[src/hw/rtl/dosv_pkg.sv]
// Shared types, constants and register map of the draw-op stream validator.
package dosv_pkg;

  localparam int unsigned WordW = 32;
  localparam int unsigned LenW  = 24;
  localparam int unsigned CfgIdxW  = 3;
  localparam int unsigned CfgDataW = 16;

  // Limits on operand values
  localparam logic [WordW-1:0] Lim20    = 32'h0010_0000;
  localparam logic [WordW-1:0] Lim24    = 32'h0100_0000;
  localparam logic [WordW-1:0] NegLim20 = 32'hFFF0_0000;
  localparam logic [WordW-1:0] CpMax    = 32'h0010_FFFF;

  // Fixed operand counts, and the minimum count for text
  localparam logic [LenW-1:0] RectLen  = 24'd5;
  localparam logic [LenW-1:0] ImageLen = 24'd5;
  localparam logic [LenW-1:0] FieldLen = 24'd6;
  localparam logic [LenW-1:0] TextMin  = 24'd3;

  // Register indexes
  localparam logic [CfgIdxW-1:0] CfgRectCode     = 3'd0;
  localparam logic [CfgIdxW-1:0] CfgTextCode     = 3'd1;
  localparam logic [CfgIdxW-1:0] CfgImageCode    = 3'd2;
  localparam logic [CfgIdxW-1:0] CfgFieldCode    = 3'd3;
  localparam logic [CfgIdxW-1:0] CfgTextCharsMax = 3'd4;
  localparam logic [CfgIdxW-1:0] CfgImageCount   = 3'd5;
  localparam logic [CfgIdxW-1:0] CfgFieldCount   = 3'd6;
  localparam logic [CfgIdxW-1:0] CfgFieldKindMax = 3'd7;

  typedef enum logic [1:0] {
    OpRect  = 2'd0,
    OpText  = 2'd1,
    OpImage = 2'd2,
    OpField = 2'd3
  } op_kind_e;

  typedef struct packed {
    logic [7:0]  rect_code;
    logic [7:0]  text_code;
    logic [7:0]  image_code;
    logic [7:0]  field_code;
    logic [15:0] text_chars_max;
    logic [15:0] image_count;
    logic [15:0] field_count;
    logic [7:0]  field_kind_max;
  } cfg_t;

  // Outcome of checking one op word against the current op state
  typedef struct packed {
    logic            pass;
    op_kind_e        kind;
    logic [LenW-1:0] len;
  } chk_t;

endpackage

[src/hw/rtl/dosv_check.sv]
// Head-word and operand range checks for one op word.
module dosv_check (
  input  logic [dosv_pkg::WordW-1:0] word_i,
  input  logic                       in_op_i,
  input  dosv_pkg::op_kind_e         kind_now_i,
  input  logic [dosv_pkg::LenW-1:0]  idx_i,
  input  dosv_pkg::cfg_t             cfg_i,
  output dosv_pkg::chk_t             res_o
);

  logic [7:0]                k_code;
  logic [dosv_pkg::LenW-1:0] n_cnt;
  logic [dosv_pkg::LenW-1:0] n_extra;
  logic                      head_pass;
  dosv_pkg::op_kind_e        head_kind;
  logic                      neg;
  logic                      ge_m20;
  logic                      le_20;
  logic                      le_24;
  logic                      u_le_20;
  logic                      idx_is_sz;
  logic                      opnd_pass;

  assign k_code  = word_i[31:24];
  assign n_cnt   = word_i[23:0];
  assign n_extra = n_cnt - dosv_pkg::TextMin;

  // First matching code in rect, text, image, field order wins
  always_comb begin
    head_kind = dosv_pkg::OpRect;
    head_pass = 1'b0;
    if (k_code == cfg_i.rect_code) begin
      head_kind = dosv_pkg::OpRect;
      head_pass = (n_cnt == dosv_pkg::RectLen);
    end else if (k_code == cfg_i.text_code) begin
      head_kind = dosv_pkg::OpText;
      head_pass = (n_cnt >= dosv_pkg::TextMin) &&
                  (n_extra <= {8'd0, cfg_i.text_chars_max});
    end else if (k_code == cfg_i.image_code) begin
      head_kind = dosv_pkg::OpImage;
      head_pass = (n_cnt == dosv_pkg::ImageLen);
    end else if (k_code == cfg_i.field_code) begin
      head_kind = dosv_pkg::OpField;
      head_pass = (n_cnt == dosv_pkg::FieldLen);
    end
  end

  assign neg       = word_i[31];
  assign ge_m20    = !neg || (word_i >= dosv_pkg::NegLim20);
  assign le_20     = neg || (word_i <= dosv_pkg::Lim20);
  assign le_24     = neg || (word_i <= dosv_pkg::Lim24);
  assign u_le_20   = (word_i <= dosv_pkg::Lim20);
  assign idx_is_sz = (idx_i == 24'd2) || (idx_i == 24'd3);

  always_comb begin
    opnd_pass = 1'b1;
    if (idx_i == 24'd0) begin
      opnd_pass = ge_m20 && le_20;
    end else if (idx_i == 24'd1) begin
      opnd_pass = ge_m20 && le_24;
    end else begin
      case (kind_now_i)
        dosv_pkg::OpRect: begin
          if (idx_is_sz) opnd_pass = u_le_20;
        end
        dosv_pkg::OpText: begin
          if (idx_i == 24'd2) begin
            opnd_pass = (word_i[31:24] >= 8'd1) && (word_i[31:24] <= 8'd3);
          end else begin
            opnd_pass = (word_i <= dosv_pkg::CpMax);
          end
        end
        dosv_pkg::OpImage: begin
          if (idx_is_sz) opnd_pass = (word_i != '0) && u_le_20;
          else if (idx_i == 24'd4) opnd_pass = (word_i < {16'd0, cfg_i.image_count});
        end
        default: begin
          if (idx_is_sz) opnd_pass = (word_i != '0) && u_le_20;
          else if (idx_i == 24'd4) opnd_pass = (word_i < {16'd0, cfg_i.field_count});
          else if (idx_i == 24'd5) opnd_pass = (word_i <= {24'd0, cfg_i.field_kind_max});
        end
      endcase
    end
  end

  assign res_o.pass = in_op_i ? opnd_pass : head_pass;
  assign res_o.kind = head_kind;
  assign res_o.len  = n_cnt;

endmodule

[src/hw/rtl/draw_op_stream_validator.sv]
// Top level of the draw-op stream validator: input register, op state, verdict register.
// An end marker's verdict passes the input register, then the verdict register, to the master side.
// Throughput: one item per cycle; only an end marker waits, while the verdict register is full and not taken.
// The rate is set by the single verdict register; an op word in the input register always advances.
// Reset: op state and stream flags clear, registers take their documented defaults.
module draw_op_stream_validator (
  input  logic        clk_i,
  input  logic        rst_ni,
  // stream in
  input  logic        s_axis_tvalid,
  output logic        s_axis_tready,
  input  logic [31:0] s_axis_tdata,   // [31:0] word
  input  logic [0:0]  s_axis_tuser,   // [0] kind (1 = end of op area)
  // stream out
  output logic        m_axis_tvalid,
  input  logic        m_axis_tready,
  output logic [7:0]  m_axis_tdata,   // [0] ok, [7:1] zero
  // register writes
  input  logic        cfg_valid_i,
  output logic        cfg_ready_o,
  input  logic [2:0]  cfg_index_i,
  input  logic [15:0] cfg_data_i
);

  dosv_pkg::cfg_t cfg_q;

  logic        s1_valid_q;
  logic        s1_end_q;
  logic [31:0] s1_word_q;

  logic                      failed_q;
  dosv_pkg::op_kind_e        kind_now_q;
  logic [dosv_pkg::LenW-1:0] op_length_q;
  logic [dosv_pkg::LenW-1:0] idx_q;
  logic                      in_op_q;

  logic out_valid_q;
  logic ok_q;

  logic                      out_free;
  logic                      adv;
  logic [dosv_pkg::LenW-1:0] idx_inc;
  dosv_pkg::chk_t            chk;

  assign cfg_ready_o = 1'b1;

  always_ff @(posedge clk_i or negedge rst_ni) begin
    if (!rst_ni) begin
      cfg_q.rect_code      <= 8'd0;
      cfg_q.text_code      <= 8'd1;
      cfg_q.image_code     <= 8'd2;
      cfg_q.field_code     <= 8'd3;
      cfg_q.text_chars_max <= 16'd256;
      cfg_q.image_count    <= 16'd0;
      cfg_q.field_count    <= 16'd0;
      cfg_q.field_kind_max <= 8'd7;
    end else if (cfg_valid_i) begin
      unique case (cfg_index_i)
        dosv_pkg::CfgRectCode:     cfg_q.rect_code      <= cfg_data_i[7:0];
        dosv_pkg::CfgTextCode:     cfg_q.text_code      <= cfg_data_i[7:0];
        dosv_pkg::CfgImageCode:    cfg_q.image_code     <= cfg_data_i[7:0];
        dosv_pkg::CfgFieldCode:    cfg_q.field_code     <= cfg_data_i[7:0];
        dosv_pkg::CfgTextCharsMax: cfg_q.text_chars_max <= cfg_data_i;
        dosv_pkg::CfgImageCount:   cfg_q.image_count    <= cfg_data_i;
        dosv_pkg::CfgFieldCount:   cfg_q.field_count    <= cfg_data_i;
        dosv_pkg::CfgFieldKindMax: cfg_q.field_kind_max <= cfg_data_i[7:0];
        default: ;
      endcase
    end
  end

  // An end marker needs the verdict register; op words always advance
  assign out_free      = !out_valid_q || m_axis_tready;
  assign adv           = s1_valid_q && (!s1_end_q || out_free);
  assign s_axis_tready = !s1_valid_q || adv;

  always_ff @(posedge clk_i or negedge rst_ni) begin
    if (!rst_ni) begin
      s1_valid_q <= 1'b0;
      s1_end_q   <= 1'b0;
    end else if (s_axis_tready) begin
      s1_valid_q <= s_axis_tvalid;
      s1_end_q   <= s_axis_tuser[0];
    end
  end

  always_ff @(posedge clk_i) begin
    if (s_axis_tready && s_axis_tvalid) s1_word_q <= s_axis_tdata;
  end

  dosv_check u_check (
    .word_i    (s1_word_q),
    .in_op_i   (in_op_q),
    .kind_now_i(kind_now_q),
    .idx_i     (idx_q),
    .cfg_i     (cfg_q),
    .res_o     (chk)
  );

  assign idx_inc = idx_q + 24'd1;

  always_ff @(posedge clk_i or negedge rst_ni) begin
    if (!rst_ni) begin
      failed_q    <= 1'b0;
      kind_now_q  <= dosv_pkg::OpRect;
      op_length_q <= '0;
      idx_q       <= '0;
      in_op_q     <= 1'b0;
      out_valid_q <= 1'b0;
      ok_q        <= 1'b0;
    end else begin
      if (m_axis_tready) out_valid_q <= 1'b0;
      if (adv) begin
        if (s1_end_q) begin
          // Give the verdict and clear the stream state
          out_valid_q <= 1'b1;
          ok_q        <= !failed_q && !in_op_q;
          failed_q    <= 1'b0;
          kind_now_q  <= dosv_pkg::OpRect;
          op_length_q <= '0;
          idx_q       <= '0;
          in_op_q     <= 1'b0;
        end else if (!failed_q) begin
          if (!in_op_q) begin
            kind_now_q <= chk.kind;
            if (chk.pass) begin
              op_length_q <= chk.len;
              idx_q       <= '0;
              in_op_q     <= 1'b1;
            end else begin
              failed_q <= 1'b1;
            end
          end else if (!chk.pass) begin
            failed_q <= 1'b1;
            in_op_q  <= 1'b0;
          end else if (idx_inc >= op_length_q) begin
            idx_q   <= '0;
            in_op_q <= 1'b0;
          end else begin
            idx_q <= idx_inc;
          end
        end
      end
    end
  end

  assign m_axis_tvalid = out_valid_q;
  assign m_axis_tdata  = {7'd0, ok_q};

`ifndef ASSERT_OFF
  a_op_not_failed: assert property (@(posedge clk_i) disable iff (!rst_ni)
    in_op_q |-> !failed_q)
    else $error("op in progress after a failure");

  a_idx_in_range: assert property (@(posedge clk_i) disable iff (!rst_ni)
    in_op_q |-> (idx_q < op_length_q))
    else $error("operand index past op length");

  a_end_clears: assert property (@(posedge clk_i) disable iff (!rst_ni)
    (adv && s1_end_q) |=> (!in_op_q && !failed_q && m_axis_tvalid))
    else $error("end marker did not clear state or give a verdict");

  a_end_stall: assert property (@(posedge clk_i) disable iff (!rst_ni)
    (s1_valid_q && s1_end_q && out_valid_q && !m_axis_tready) |-> !s_axis_tready)
    else $error("item taken while an end marker waits");
`endif

endmodule

[config.mk]
export PLATFORM = sky130hd
export DESIGN_NAME = draw_op_stream_validator
export DESIGN_NICKNAME = d
export VERILOG_FILES = /design/src/hw/rtl/dosv_pkg.sv /design/src/hw/rtl/dosv_check.sv /design/src/hw/rtl/draw_op_stream_validator.sv
export SDC_FILE = /design/constraint.sdc
export NUM_CORES = 1
export LEC_CHECK = 0
export BUFFER_PORTS_ARGS = -buffer_cell sky130_fd_sc_hd__buf_2
export CORE_MARGIN = 5
export CORE_UTILIZATION = 40
export CTS_CLUSTER_DIAMETER = 200
export DETAILED_ROUTE_END_ITERATION = 12
export SLEW_MARGIN = 30
export SYNTH_ARGS = -nofsm -noshare
export SYNTH_HDL_FRONTEND = slang
export SYNTH_HIERARCHICAL = 1
export SYNTH_SLANG_ARGS = --single-unit
[constraint.sdc]
create_clock -name clk_i -period 4.8 [get_ports clk_i]
set_clock_uncertainty 0.2 [all_clocks]
set_input_delay 0.24 -clock clk_i [delete_from_list [all_inputs] [get_ports clk_i]]
set_output_delay 0.24 -clock clk_i [all_outputs]
set_load 0.05 [all_outputs]
== Yosys cells after proc, flatten, opt, wreduce, memory -nomap -nowiden ==
Index checks and enable logic that the tools add are counted.

* Flip-flop bits (word level): 176
* Input bits: 57

* Add/sub/neg operators: 2
* Order comparisons: 12
* Equality and inequality tests: 22
* Muxes and demuxes: 44
* Reduce and logical (&&, ||, !) cells: 39

{| class="wikitable"
|+ Operators with widths
! kind !! number
|-
| two-way mux 24 bit || 10
|-
| equality test 24 x 3 -> 1 bit, second input constant || 4
|-
| <= comparator 32 x 21 -> 1 bit, second input constant || 2
|-
| < comparator 32 x 16 -> 1 bit || 2
|-
| equality test 24 x 2 -> 1 bit, second input constant || 2
|-
| equality test 8 bit || 4
|-
| greater-or-equal comparator 32 bit, second input constant || 1
|-
| <= comparator 32 x 25 -> 1 bit, second input constant || 1
|-
| <= comparator 32 x 8 -> 1 bit || 1
|-
| nonzero test 32 bit || 1
|-
| two-way mux 1 bit || 26
|-
| adder 24 x 1 -> 24 bit, second input constant || 1
|-
| equality test 24 x 1 -> 1 bit, second input constant || 1
|-
| greater-or-equal comparator 24 x 2 -> 1 bit, second input constant || 1
|-
| greater-or-equal comparator 24 bit || 1
|-
| <= comparator 24 x 16 -> 1 bit || 1
|-
| logical NOT 24 bit || 1
|-
| subtractor 24 x 2 -> 24 bit, second input constant || 1
|-
| AND reduction 2 bit || 10
|-
| two-way mux 2 bit || 7
|-
| equality test 3 bit, second input constant || 4
|-
| greater-or-equal comparator 8 x 1 -> 1 bit, second input constant || 1
|-
| <= comparator 8 x 2 -> 1 bit, second input constant || 1
|-
| logical AND 1 bit || 8
|-
| 13 further kinds || 27
|}

== Depth between registers and ports, before layout ==
Gate-level depths: netlist (run 1).

* Depth after elaboration: 12
* Gate-level depth with buffers: 20
* Mapped depth without buffers: 18

== Hierarchy ==
Netlist (run 1), hierarchy kept.

{| class="wikitable"
|+ Modules (own cells, without submodules)
! module !! times used !! cells an instance !! area an instance (sq um) !! sequential area each (sq um)
|-
| draw_op_stream_validator || 1 || 603 || 7696.1 || 4574.4
|-
| dosv_check || 1 || 397 || 2763.9 || 0.0
|}

== Least setup slack after synthesis (run 1) ==
Ideal clock, no wire load.

* Kind: reg-to-reg
* Start: register s1_word_q[4]
* End: register op_length_q[17] (netlist name)
* Data arrival time: 3.964 ns
* Data required time: 4.465 ns
* Slack: 0.501 ns
* Cell stages (with the launch flop): 21
* Buffers on the path: 2
* Period minus slack after synthesis: 4.299 ns
* Cell sequence: edfxtp_1 nor3_1 and3_1 nand2_1 or3_1 nor3_1 xor2_1 ha_1 a21o_1 a21o_1 a211oi_1 o21ai_0 a31o_2 nand3_1 nor2b_1 o21ai_2 a21o_1 buf_2 buf_2 nand2_1 o21ai_0

{| class="wikitable"
|+ RTL lines
! item !! line !! source
|-
| from (decl) || draw_op_stream_validator.sv:29 || <nowiki>logic [31:0] s1_word_q;</nowiki>
|-
| from (signal assigned) || draw_op_stream_validator.sv:88 || <nowiki>if (s_axis_tready && s_axis_tvalid) s1_word_q <= s_axis_tdata;</nowiki>
|-
| to (signal assigned) || draw_op_stream_validator.sv:127 || <nowiki>op_length_q <= chk.len;</nowiki>
|-
| to (decl) || draw_op_stream_validator.sv:33 || <nowiki>logic [dosv_pkg::LenW-1:0] op_length_q;</nowiki>
|}

==> qor.yml, run 1 <==
worst_setup_path:
  worstPathCellList: "nor3_2 -> and3_1 -> nand2_1 -> or3_1 -> nor3_1 -> xor2_1 -> ha_1 -> a21o_1 -> a21o_1 -> a211oi_1 -> o21ai_0 -> a31o_2 -> nand3_1 -> nor2b_1 -> o2111a_1 -> and3_1 -> buf_6 -> nand2_1 -> o21ai_1"
  cp-start-kind: "flop"
  worstPathArrival_ps: 4600
  critPathRequiredTime_ps: 4950
  crit_type: "flop to flop"
  max_stage_delay_ps: 400
  crit_slowest_cell: "edfxtp_1"
  cp-end-kind: "flop"
  worst-path-max-fanout: 24
routing:
  route.detailed.drc: 0
  drtIter0Drc: 410
  vias: 7682
  dr.pass1.iters: 4
  ant_nets: 0
  wl_per_cell_um: 17.4
  totalWireLength_um: 25200
  viasPerCell: 5.31
yosys:
  syn-instance-count: 1000
  synth_cell_types: 72
  synth_area_um2: 10500
  syn_avg_cell_area_um2: 10.5
  ys_seq_elements: 176
  ys.flop_type: "dfrtp_1"
  synth_warnings: 6
  ys_seq_area_share_pct: 43.7
  async_flop_share_pct: 81.8
  synth_edf_count: 32
floorplanning:
  placementRows: 59
  initial_core_util_pct: 40.4
  ios: 68
  die_h_um: 172
  core_area_um2: 25900
  dieWidth_um: 172
  die_area_um2: 29500
global_routing:
  grt_pass1_wl_um: 41000
  grt_max_degree: 75
  overflow: 0
  gr-usage-all-layers_pct: 17.8
  grt_pass1_vias: 7667
  antenna_found_initial: 0
power_and_ir_drop:
  pwr-share-seq_pct: 45.6
  netSwitchingFraction_pct: 29.1
  power.internal_mw: 2.93
  p_per_area_nw_per_um2: 340
  clockPowerShare_pct: 33.9
  pwr-share-comb_pct: 20.5
  total_power_mw: 4.13
  power.leakage_nw: 5.44
  peakVddDrop_mv: 0.189
  power.net_switching_mw: 1.20
timing:
  fmax_mhz: 224
  period_needed_ps: 4460
  finalMaxSlewViolations: 0
  fin_crit_sh_pct: 92.9
  worstMarginPinSlew_ps: 899
  finalSetupTns_ps: 0
  rsz0062_at_grt: "no"
  finalHoldViolCount: 0
  max_slew_margin_pct: 40.1
  setup-violations-final: 0
finish:
  fill_cells: 2454
  diodes: 0
  drive_above_1_share_pct: 21.7
  mostFrequentLayoutCells: "136 x dfrtp_1, 103 x nand2_1, 88 x mux2_2"
  post-route-util_pct: 46.9
  syn_to_final_growth_pct: 16.1
  regArea_um2: 4570
  multi_input_area_um2: 5190
  nNetsFinal: 1240
  layout_commonest_cell: "dfrtp_1"
clock_network:
  cts-root-buf: "clkbuf_16"
  numClockSinks: 176
  cts_tree: "yes"
  cts_max_level: 4
  cts_setup_buffers: 0
  cts.path.max_buffers: 2
  clk_latency_ps: 430
  path_clk_slew_ps: 70
  cts_buffers: 17
place:
  hpwl_um: 18100
  portBuffers: 59
  gp_congestion: 0.842
min_path:
  hp-class: "primary input to flop"
outcome:
  status: "finished clean"
run:
  maxCapViolCount: 0
==> power by group through the flow <==
| stage | clock, mW | sequential (mW) | combinational [mW] |
|---|---|---|---|
| floorplan | 0 | 1.88 | 0.620 |
| global placement | 0 | 1.91 | 0.800 |
| detailed placement | 0 | 1.91 | 0.818 |
| CTS | 1.44 | 1.89 | 0.854 |
| global route | 1.49 | 1.91 | 0.966 |
| finish | 1.40 | 1.88 | 0.848 |
==> worst paths after layout <==
kind,start,cells after the start,endpoint,slack (ps)
setup / recovery,s1_word_q[4],19,idx_q[0],340
hold / removal,cfg_data_i[5],2,cfg_q[69],10
setup reg to reg,s1_word_q[4],19,idx_q[0],340
hold reg to reg,op_length_q[1],2,op_length_q[1],280
max in group asynchronous,rst_ni,3,cfg_q[57],3090
min in group asynchronous,rst_ni,2,cfg_q[32],250
==> critical path: cells and delay by family, from the launching register on <==
kind	cells	cell delay [ps]
AO/OA/AOI/OAI	7	1410
XOR/XNOR	1	170
adder cells (fa/ha/maj)	1	260
buffers and inverters	1	210
flip-flops	1	400
AND/OR/NAND/NOR	9	1720
==> cells by family after synthesis <==
kind of cell               synth area share, %
muxes                                     9.47
AOI/OAI and AO/OA                         9.45
other                                   0.0718
xor gates and xnor gates                  5.36
DFF                                       43.7
buffers and inverters                     6.88
adders and majority gates                 9.93
and+or+nand+nor                           15.1
==> per-stage QoR <==
stage                     setup WS, ps  hold WS (ps)  cells  cell area, µm²
after floorplan                    501          -256   1006           10500
after global placement             397           136   1367           11100
after detailed placement           264           141   1368           11100
after CTS                          242          5.94   1447           12100
after global routing              16.3          26.2   1448           12100
final                              342          9.98   1448           12100
==> final cells by class <==
class,count,share of cell area [%]
Sequential cell,176,37.7
Tap cell,335,3.45
Multi-Input combinational cell,679,42.8
Clock buffer,17,3.50
Inverter,87,2.69
Timing Repair Buffer,139,8.58
Clock inverter,15,1.31
==> metal layers <==
metal  up-vias  part of all wire (%)  global-route usage, %
li1       3728                     -                      -
met1      3774                    46                   23.8
met2       155                    49                   30.4
met3        25                   3.1                   2.30
met4         0                   1.5                   4.62
met5         -                     0                      0
==> synthesized netlist by cell type, drive strengths merged (5+ instances only) <==
library cell  count  area, µm²
dfstp             8        210
nor3             22        136
or4               5       45.0
o211ai            6       45.0
or3               5       32.5
nor2b             8       50.1
xnor2            24        210
buf              46        325
nor2             30        113
xor2             40        350
o21a              5       37.5
a211oi            6       45.0
and3              6       37.5
nand3            24        125
or2               5       31.3
clkbuf           18       67.6
nand4            31        206
edfxtp           32        961
ha               83       1040
dfrtp           136       3400
nand2           103        387
inv              87        327
a21oi            25        125
nor4             23        165
o21ai            43        219
nand2b           10       62.6
a21o             12       90.1
mux2             88        991
a32o             16        160
==> state kept, by name (all words and copies together), names as in the netlist <==
| register | cells |
|---|---|
| kind_now_q | 2 |
| m_axis_tvalid | 1 |
| s1_end_q | 1 |
| ok_q | 1 |
| in_op_q | 1 |
| s1_valid_q | 1 |
| s1_word_q | 32 |
| failed_q | 1 |
| op_length_q | 24 |
| cfg_q | 88 |
| idx_q | 24 |
==> timing repair <==
action,in CTS,in global routing
gates resized for setup,0,2
hold endpoints to repair,138,0
hold buffers,47,0
endpoints found under the setup margin,0,23
(Power assumes the default switching activity.)
==> run 2, diff against run 1 <==
--- a/config.mk
+++ b/config.mk
@@ -5,6 +5,7 @@
 export SDC_FILE = /design/constraint.sdc
 export NUM_CORES = 1
 export LEC_CHECK = 0
+export ABC_AREA = 1
 export BUFFER_PORTS_ARGS = -buffer_cell sky130_fd_sc_hd__buf_2
 export CORE_MARGIN = 5
 export CORE_UTILIZATION = 40
==> run 2 against run 1 <==
Net effect: area after synthesis up 8.9%; final area rose by 5.5%; register-to-register slack improved by 240 ps; hold slack improved by 24 ps; sequential cell count stayed put; total power is 1.7% lower; maximum frequency rose by 5.8%; core utilization fell by 0.98 points; sequential share of layout area is 2.0 points lower; largest power group unchanged.
==> qor.yml, run 2 <==
outcome:
  status: "finished clean"
yosys:
  yosysTopAreaCellShare_pct: 29.9  # -2.7 points
  synth_area_um2: 11400  # +8.9%
  ys_seq_elements: 176  # unchanged
  synth.area.top_cells: "dfrtp_1 30%, nand2_1 11%, ha_1 9.1%"
  yosys.area.top_type: "dfrtp_1"
  async_flop_share_pct: 81.8  # unchanged
  syn-instance-count: 1401  # +40%
  synth_cell_types: 55  # -24%
  ys_seq_area_share_pct: 40.2  # -3.6 points
  synth_edf_count: 32  # unchanged
  synth_most_common_cell: "nand2_1"
  ys.flop_type: "dfrtp_1"
  synth_warnings: 6  # unchanged
  yosys-top-cells-count: "344 x nand2_1, 179 x inv_1, 136 x dfrtp_1, 101 x nor2_1, 94 x o21ai_0"
  syn_avg_cell_area_um2: 8.13  # -22%
power_and_ir_drop:
  power.leakage_nw: 6.32  # +16%
  peakVddDrop_mv: 0.212  # +12%
  p_per_area_nw_per_um2: 317  # -6.9%
clock_network:
  clk_latency_ps: 430  # about the same
  cts-root-buf: "clkbuf_16"
  numClockSinks: 176  # unchanged
  path_clk_slew_ps: 80  # about the same
  cts_buffers: 17  # unchanged
  cts_max_level: 4  # unchanged
  cts_tree: "yes"
  cts.path.max_buffers: 2  # unchanged
  ctsResizeCount: 0  # unchanged
worst_setup_path:
  critPathRequiredTime_ps: 4950  # about the same
  worstPathArrival_ps: 4370  # -230 ps
  worst-path-max-fanout: 31  # +29%
  crit_slowest_cell: "edfxtp_1"
  cp-end-kind: "flop"
  crit_type: "flop to flop"
  cp-start-kind: "flop"
  max_stage_delay_ps: 530  # +130 ps
  reg2reg_depth: 25  # +6
  crit_top_cell: "nand2_1"
timing:
  fmax_mhz: 237  # +5.8%
  rsz0062_at_grt: "no"
  worstMarginPinSlew_ps: 727  # -173 ps
  finalSetupTns_ps: 0  # unchanged
  max_slew_margin_pct: 51.6  # +12 points
  fin_hold_ws_ps: 33.7  # +23.7 ps
  setup-violations-final: 0  # unchanged
  finalHoldViolCount: 0  # unchanged
  finalMaxSlewViolations: 0  # unchanged
  period_needed_ps: 4210  # -243 ps
  fin_crit_sh_pct: 87.8  # -5.1 points
finish:
  regMostFlops: "cfg_q"
  diodes: 0  # unchanged
  nNetsFinal: 1614  # +30%
  layout_commonest_cell: "nand2_1"
  syn_to_final_growth_pct: 12.5
  mostFrequentLayoutCells: "341 x nand2_1, 179 x inv_1, 136 x dfrtp_1"
  largest_reg_flops: 88  # unchanged
  drive_above_1_share_pct: 16.9  # -4.8 points
  largestRegisters: "cfg_q x88, s1_word_q x32"
  final_cells: 1865  # +29%
floorplanning:
  ios: 68  # unchanged
  die_area_um2: 32000  # +8.4%
  placementRows: 61  # +3.4%
  core_area_um2: 27900  # +7.8%
  die_h_um: 179  # +4.1%
  dieWidth_um: 179  # +4.1%
  initial_core_util_pct: 40.8  # +0.41 points
global_routing:
  overflow: 0  # unchanged
  grt_pass1_wl_um: 45500  # +11%
  gr-usage-all-layers_pct: 18.0  # +0.25 points
  antenna_found_initial: 0  # unchanged
  grt_pass1_vias: 8744  # +14%
  grt_max_degree: 73  # -2.7%
place:
  gp_congestion: 0.885  # +5.1%
  portBuffers: 59  # unchanged
  dp.cells: 1788  # +31%
  hpwl_um: 20300  # +12%
routing:
  vias: 8938  # +16%
  viasPerCell: 4.79  # -9.7%
  route.detailed.drc: 0  # unchanged
  wl_per_cell_um: 14.9  # -15%
  ant_nets: 0  # unchanged
  totalWireLength_um: 27700  # +9.8%
  drtIter0Drc: 461  # +12%
  dr.pass1.iters: 5  # +1
min_path:
  hold_depth: 3  # +1
  hp-class: "primary input to flop"
run:
  maxCapViolCount: 0  # unchanged
==> run 2: cell types whose count changed in the layout (fill, tap and decap cells not counted), moves of 24 or more <==
cell / change
nor2_1: +71
o21ai_0: +53
inv_1: +93
nand3_1: +39
mux2_2: -88
inv_2: +24
nand2_1: +238
==> run 2: per-layer routing <==
layer,global-route usage (%),share of wire [%],vias to the layer above,wire [µm]
li1,-,-,4574,-
met1,24.6,48,4170,13200
met2,30.2,47,148,13100
met3,2.11,2.7,46,739
met4,5.44,2.5,0,684
met5,0,0,-,0
==> run 2: final timing paths <==
kind	slack [ps]	end	start
min in group asynchronous	230	cfg_q[34]	rst_ni
worst min register to register	280	cfg_q[15]	cfg_q[15]
worst max register to register	590	op_length_q[5]	s1_word_q[1]
worst min-delay path	30	cfg_q[3]	cfg_data_i[3]
max in group asynchronous	3150	cfg_q[0]	rst_ni
worst max-delay path	590	op_length_q[5]	s1_word_q[1]
==> run 2: where the power goes <==
part / internal [mW] / switching, mW
sequential: 1.73 / 0.136
clock: 0.680 / 0.655
combinational: 0.340 / 0.520
total: 2.75 / 1.31
==> run 2: critical path: cells and delay by family, from the launching register on <==
family | cells | cell delay (ps)
AO/OA/AOI/OAI | 2 | 320
XOR/XNOR | 1 | 70
adder cells (fa/ha/maj) | 2 | 560
buffers and inverters | 4 | 680
flip-flops | 1 | 530
AND/OR/NAND/NOR | 16 | 1730
==> run 2: repair_timing <==
item,in CTS,in global routing
setup buffers,0,0
hold buffers,45,0
hold endpoints to repair,126,0
==> run 2: final cells by class <==
type / instances / area, µm²
clock buffer: 17 / 425
clock inverter: 15 / 133
fill: 2801 / 15100
inverter: 207 / 779
multi-input combinational: 960 / 5620
sequential: 176 / 4570
tap: 378 / 473
timing repair buffer: 112 / 812
==> run 2: kinds of logic (layout without fill, tap and decap cells) <==
kind of cell | count (synthesis) | in the layout | synth area share [%]
AOI/OAI and AO/OA | 179 | 179 | 9.06
xor gates and xnor gates | 48 | 48 | 3.69
adders and majority gates | 83 | 83 | 9.12
buffers and inverters | 271 | 351 | 10.9
DFF | 176 | 176 | 40.2
other | 2 | 8 | 0.0659
and+or+nand+nor | 642 | 642 | 27.1
==> run 2: metrics by stage <==
step | total power [mW] | worst slack (ps) | utilization (%) | instance area (µm²)
after floorplan | 2.50 | 1490 | - | 11400
after global placement | 2.70 | 764 | 42.2 | 11800
after detailed placement | 2.73 | 588 | 42.2 | 11800
after CTS | 4.10 | 571 | 45.8 | 12800
after global routing | 4.33 | 190 | 45.9 | 12800
final | 4.06 | 586 | 45.9 | 12800
